--- src/rtl/rsi_pkg.sv ---
// ----------------------------------------------------------------------------
// rsi_pkg
// Shared constants, types and helpers for the ray/shape intersection pipeline.
// ----------------------------------------------------------------------------
package rsi_pkg;

    localparam int COORD_BITS_DEF = 32;
    localparam int FRAC_BITS_DEF  = 16;
    localparam int EPS_BITS       = 16;
    localparam int TAG_BITS       = 8;
    localparam int MUL_CHUNK      = 32;

    localparam logic [EPS_BITS-1:0] EPS_RESET = 16'd1;

    localparam logic MODE_SPHERE = 1'b0;
    localparam logic MODE_PLANE  = 1'b1;

    typedef enum logic [1:0] {
        HITS_NONE   = 2'd0,
        HITS_PLANE  = 2'd1,
        HITS_SPHERE = 2'd2
    } t_hits;

    function automatic int imax(input int a, input int b);
        return (a > b) ? a : b;
    endfunction

endpackage

--- src/rtl/rsi_mul.sv ---
// ----------------------------------------------------------------------------
// rsi_mul
// Unsigned pipelined multiplier: 32x32 partial products, then a summing stage.
// ----------------------------------------------------------------------------
module rsi_mul #(
    parameter int WA = 32,
    parameter int WB = 32
) (
    input  logic             i_clk,
    input  logic [WA-1:0]    i_a,
    input  logic [WB-1:0]    i_b,
    output logic [WA+WB-1:0] o_p
);
    import rsi_pkg::*;

    localparam int NA = (WA + MUL_CHUNK - 1) / MUL_CHUNK;
    localparam int NB = (WB + MUL_CHUNK - 1) / MUL_CHUNK;
    localparam int XW = (NA + NB) * MUL_CHUNK;

    logic [NA*MUL_CHUNK-1:0] a_ext;
    logic [NB*MUL_CHUNK-1:0] b_ext;
    logic [2*MUL_CHUNK-1:0]  r_pp [NA*NB];
    logic [XW-1:0]           n_sum;
    logic [XW-1:0]           r_sum;

    assign a_ext = (NA*MUL_CHUNK)'(i_a);
    assign b_ext = (NB*MUL_CHUNK)'(i_b);

    always_ff @(posedge i_clk) begin
        for (int i = 0; i < NA; i++) begin
            for (int j = 0; j < NB; j++) begin
                r_pp[i*NB+j] <= a_ext[i*MUL_CHUNK +: MUL_CHUNK]
                              * b_ext[j*MUL_CHUNK +: MUL_CHUNK];
            end
        end
    end

    always_comb begin
        n_sum = '0;
        for (int i = 0; i < NA; i++) begin
            for (int j = 0; j < NB; j++) begin
                n_sum = n_sum + (XW'(r_pp[i*NB+j]) << (MUL_CHUNK * (i + j)));
            end
        end
    end

    always_ff @(posedge i_clk) begin
        r_sum <= n_sum;
    end

    assign o_p = r_sum[WA+WB-1:0];

endmodule

--- config.mk ---
export PLATFORM = sky130hd
export DESIGN_NAME = rsi_mul
export DESIGN_NICKNAME = d
export VERILOG_FILES = /design/src/rtl/rsi_pkg.sv /design/src/rtl/rsi_mul.sv
export SDC_FILE = /design/constraint.sdc
export NUM_CORES = 2
export LEC_CHECK = 0
export BUFFER_PORTS_ARGS = -buffer_cell sky130_fd_sc_hd__buf_2
export CAP_MARGIN = 20
export CORE_AREA = 2 2 271 273
export CTS_CLUSTER_DIAMETER = 100
export DETAILED_ROUTE_END_ITERATION = 10
export DIE_AREA = 0 0 273 275
export HOLD_SLACK_MARGIN = 0.03
export PLACE_DENSITY = 0.74
export SYNTH_ARGS = -nofsm -noshare
export SYNTH_HDL_FRONTEND = slang
export SYNTH_SLANG_ARGS = --single-unit
--- constraint.sdc ---
create_clock -name i_clk -period 25 [get_ports i_clk]
set_input_delay 2.5 -clock i_clk [delete_from_list [all_inputs] [get_ports i_clk]]
set_output_delay 2.5 -clock i_clk [all_outputs]
set_load 0.02 [all_outputs]
### Word level (Yosys, flattened, before mapping)

Memory sizes are Yosys's and may differ from the RTL's. A register that Yosys moved wholly into a read port is not among the register bits.
Cells that the tools add are included.

| storage, ports and cells | value |
|---|---|
| output and inout bits | 64 |
| logic and storage cells | 2 |
| input port bits | 65 |
| bits in writable memories | 64 |
| memories kept | 1 |
| register bits | 0 |

Memories:

| memory | words | width | read ports | clocked after memory_dff | write ports | line | text |
|---|---|---|---|---|---|---|---|
| r_pp | 1 | 64 | 1 | 1 | 1 | rsi_mul.sv:22 | `logic [2*MUL_CHUNK-1:0] r_pp [NA*NB];` |

| operators by class | value |
|---|---|
| multipliers | 1 |

Operator list:

| cell | count |
|---|---|
| $mul A32 B32 Y64 | 1 |

### Longest topological paths before layout

| depth | value |
|---|---|
| depth after elaboration | 1 |
| mapped depth | 29 |
| gate-level depth less buffers | 28 |

### Least setup slack after synthesis

Ideal clock, no wire load.

| path | value |
|---|---|
| path type | input -> register |
| from | in i_b[9] |
| to | mem r_pp[0][60] (netlist bit) |
| data arrival time | 9559 ps |
| buffers on the path | 1 |
| required time | 24877 ps |
| stages | 26 |
| setup time | 123 ps |
| slack | 15318 ps |
| path through | clkbuf_1 nand2_1 fa_1 inv_1 fa_1 inv_1 fa_1 inv_1 fa_1 fa_1 fa_1 fa_1 inv_1 fa_1 inv_1 ha_1 and3_1 and3_2 and2_4 a2111o_1 a32oi_1 a31oi_1 a221o_1 a221oi_1 o21ai_1 xor2_1 |

| between the ends | value |
|---|---|
| cells in the longest elaborated chain, start to end | 1 |

Ends and longest elaborated chain:

| what | line | text |
|---|---|---|
| start, declared | rsi_mul.sv:11 | `input logic [WB-1:0] i_b,` |
| $mul A32 B32 Y64 | rsi_mul.sv:33 | `* b_ext[j*MUL_CHUNK +: MUL_CHUNK];` |
| end, declared | rsi_mul.sv:22 |  |

Every way passes these cells.

### Worst setup path in the final report

| path | value |
|---|---|
| from | in i_b[8] |
| to | mem r_pp[0][60] (netlist bit) |

The elaborated chain is that of the path after synthesis.

==> metrics.txt <==
ys async rst share 0%; Worst Hold End o_p[49]; die area approximately 75000 sq um; total clock sinks approximately 130; first-pass GRT wire length between 100 and 150 mm; Post-CTS Setup Bufs 0; Finished Layout Cells about 4700; Hold WC Path Type register to register; Cells after Synth approximately 3800; Worst setup SP type primary input; most used standard cell by instance count after synthesis fa_1; fin crit share 41.8%; Final HPWL DP slightly above 70 mm; CTS Buffer Depth 2; maximum clock frequency ~0.096 GHz; Yosys warnings 0; nets a little under 5000; Post-CTS Hold Buffers 0; GPL Wtd Cong 1.01; top post-synthesis cells by count fa_1 (896), inv_1 (861), and2_1 (599); placed cells around 4700; Layout area overhead 4.58%; #FFs+latches synth 128; share of cells above drive strength 1 just under 5%; post-route DRC violation count 0; CTS buffer count 17; Final Skew 0.0114 ns; H-tree Lvls 4; Reg2Reg Depth 0; hold path depth 0; WP data arrival around 11 ns; CTS clk-pin slew, worst paths 0.08 ns; Seq/Total Area, Yosys under 10%; ANT nets after route 0; cell taking the most area after synthesis fa_1; clk root buf clkbuf_16; Core ar. 72300 sq um; initial antenna violation count 4; Netlist cell types 71; Initial Utilization 49.5%; vias in the first global route between 20000 and 30000; CTS tree built; Worst-Skew Late Latency between 0.4 and 0.5 ns; via count about 25000; RR Endpoint o_p[63]; syn_area_per_cell approximately 9.4 sq um; Reg-to-Reg Start r_pp[0][63]; Vias/cell around 5.4; pins over their slew limit 0; EDFF count, synth 0; Worst Path Required about 25 ns; Worst-Margin Slew 1.07 ns; drt wl/cell 19.3 um; Slew HR between 20 and 30%; Min-Delay Startpoint r_pp[0][49]; Max Cap Viol 0; gr usage total 25.5%; total iterations of the first detailed-routing run 7; number of port buffers ~130; Crit. End Element register; FF-to-FF setup slack between 20 and 25 ns; final setup vio count 0; Max Fanout on Critical Path 32; Iter 0 DRT Violations between 1500 and 2000; Final Critical Period ~10 ns; Final Hold Vio Count 0; RSZ-0062 raised after global routing no; io pins ~130; Die Y around 280 um; share of the synthesized area in the top cell type roughly half; Crit Path Category primary input to register; DIE WIDTH about 270 um; synthesized cell area ~36000 sq um; # rows 99; top_reg_cell synth dfxtp_1; Fin Setup TNS 0 ns; top cells by area, synth fa_1 (50%), and2_1 (10%), ha_1 (9.2%); GR Overflow Total 0; status finished, final reports clean; syn_nets between 5000 and 6000; final WL approximately 91 mm; largest net degree at the start of global routing 33; PostCTS Resize Cnt 0
==> layout make-up <==
type                    instances  area, sq um
inverters                     861         3230
well taps                     959         1200
diodes                          1         2.50
fillers                      6514        34900
clock buffers                  18          429
clock inverters                14          230
multi-input cells            2588        29100
flip-flops and latches        128         2560
repair buffers                132          671
==> cell usage in the layout, fill, tap and decap left out, types with 2 or more instances in the layout <==
cell and count:
inv_6 3, and3_1 8, a211o_1 2, a211oi_1 4, inv_1 861, buf_4 4, a31oi_1 15, o21ai_0 36
nand4_1 18, dfxtp_1 128, o21bai_1 9, fa_1 896, a21o_1 32, xnor2_1 35, nand2_1 473, o31ai_1 2
o21a_1 4, nor2_1 31, nand3_1 10, buf_2 128, clkinv_4 4, nor3_1 7, and2_1 599, nor2b_1 3
a21oi_1 65, bufinv_16 5, a21o_2 2, ha_1 263, xor2_1 27, clkbuf_16 17, a221oi_1 2, nand2b_1 3
o21ai_1 4
==> state kept, by name, indices dropped and copies added, names as in the netlist <==
register,count
r_pp,64
o_p,64
==> worst max path at each step <==
stage | start | endpoint | slack (ns) | cells past startpoint
after floorplan | i_b[9] | r_pp[0][60] | 15.32 | 26
after global placement | i_a[26] | r_pp[0][60] | 14.30 | 27
after detailed placement | i_a[19] | r_pp[0][60] | 14.18 | 26
after CTS | i_a[19] | r_pp[0][60] | 14.68 | 26
after global routing | i_a[24] | r_pp[0][60] | 14.30 | 27
final | i_b[8] | r_pp[0][60] | 14.56 | 26
==> through the flow <==
stage               setup slack (ns)  utilization, %  area [sq um]  hold WS (ns)
finish                         14.56            51.8         37500         0.319
global route                   14.30            51.8         37500         0.330
CTS                            14.68            51.8         37500         0.325
detailed placement             14.18            50.9         36800         0.312
global placement               14.30            50.9         36800         0.311
floorplan                      15.32               -         35800         0.310
==> critical path, stage by stage <==
cell,delay [ns]
buf_2,0.58
nand2_1,0.17
fa_1,0.56
inv_1,0.05
fa_1,0.52
inv_1,0.05
fa_1,0.53
inv_1,0.05
fa_1,0.48
fa_1,0.58
fa_1,0.43
fa_1,0.51
inv_1,0.05
fa_1,0.49
inv_1,0.05
ha_1,0.35
and3_1,0.21
and3_2,0.25
and2_4,0.18
a2111o_1,0.39
a32oi_1,0.38
a31oi_1,0.27
a221o_1,0.42
a221oi_1,0.43
o21ai_1,0.12
xor2_1,0.15
==> layer usage <==
| layer | up-vias | GRT usage [%] | share of wire [%] |
|---|---|---|---|
| li1 | 10800 | - | - |
| met1 | 13100 | 30.2 | 37 |
| met2 | 1045 | 44.2 | 50 |
| met3 | 275 | 4.51 | 6.7 |
| met4 | 2 | 13.7 | 5.9 |
| met5 | - | 0 | 0.014 |
==> kinds of logic (layout without fill, tap and decap cells) <==
kind of cell / count (synthesis) / after routing / share of synthesized area, %
xor+xnor: 62 / 62 / 1.52
simple gates: 1164 / 1164 / 16.8
fa+ha+maj: 1159 / 1159 / 59.3
compound gates: 202 / 202 / 3.71
mux: 1 / 1 / 0.0279
other cells: 0 / 1 / 0
buf+inv: 1075 / 1025 / 11.5
flops: 128 / 128 / 7.15
Power is not shown: default switching activity piles up to over one toggle a cycle in this logic, so the estimate is an artifact.
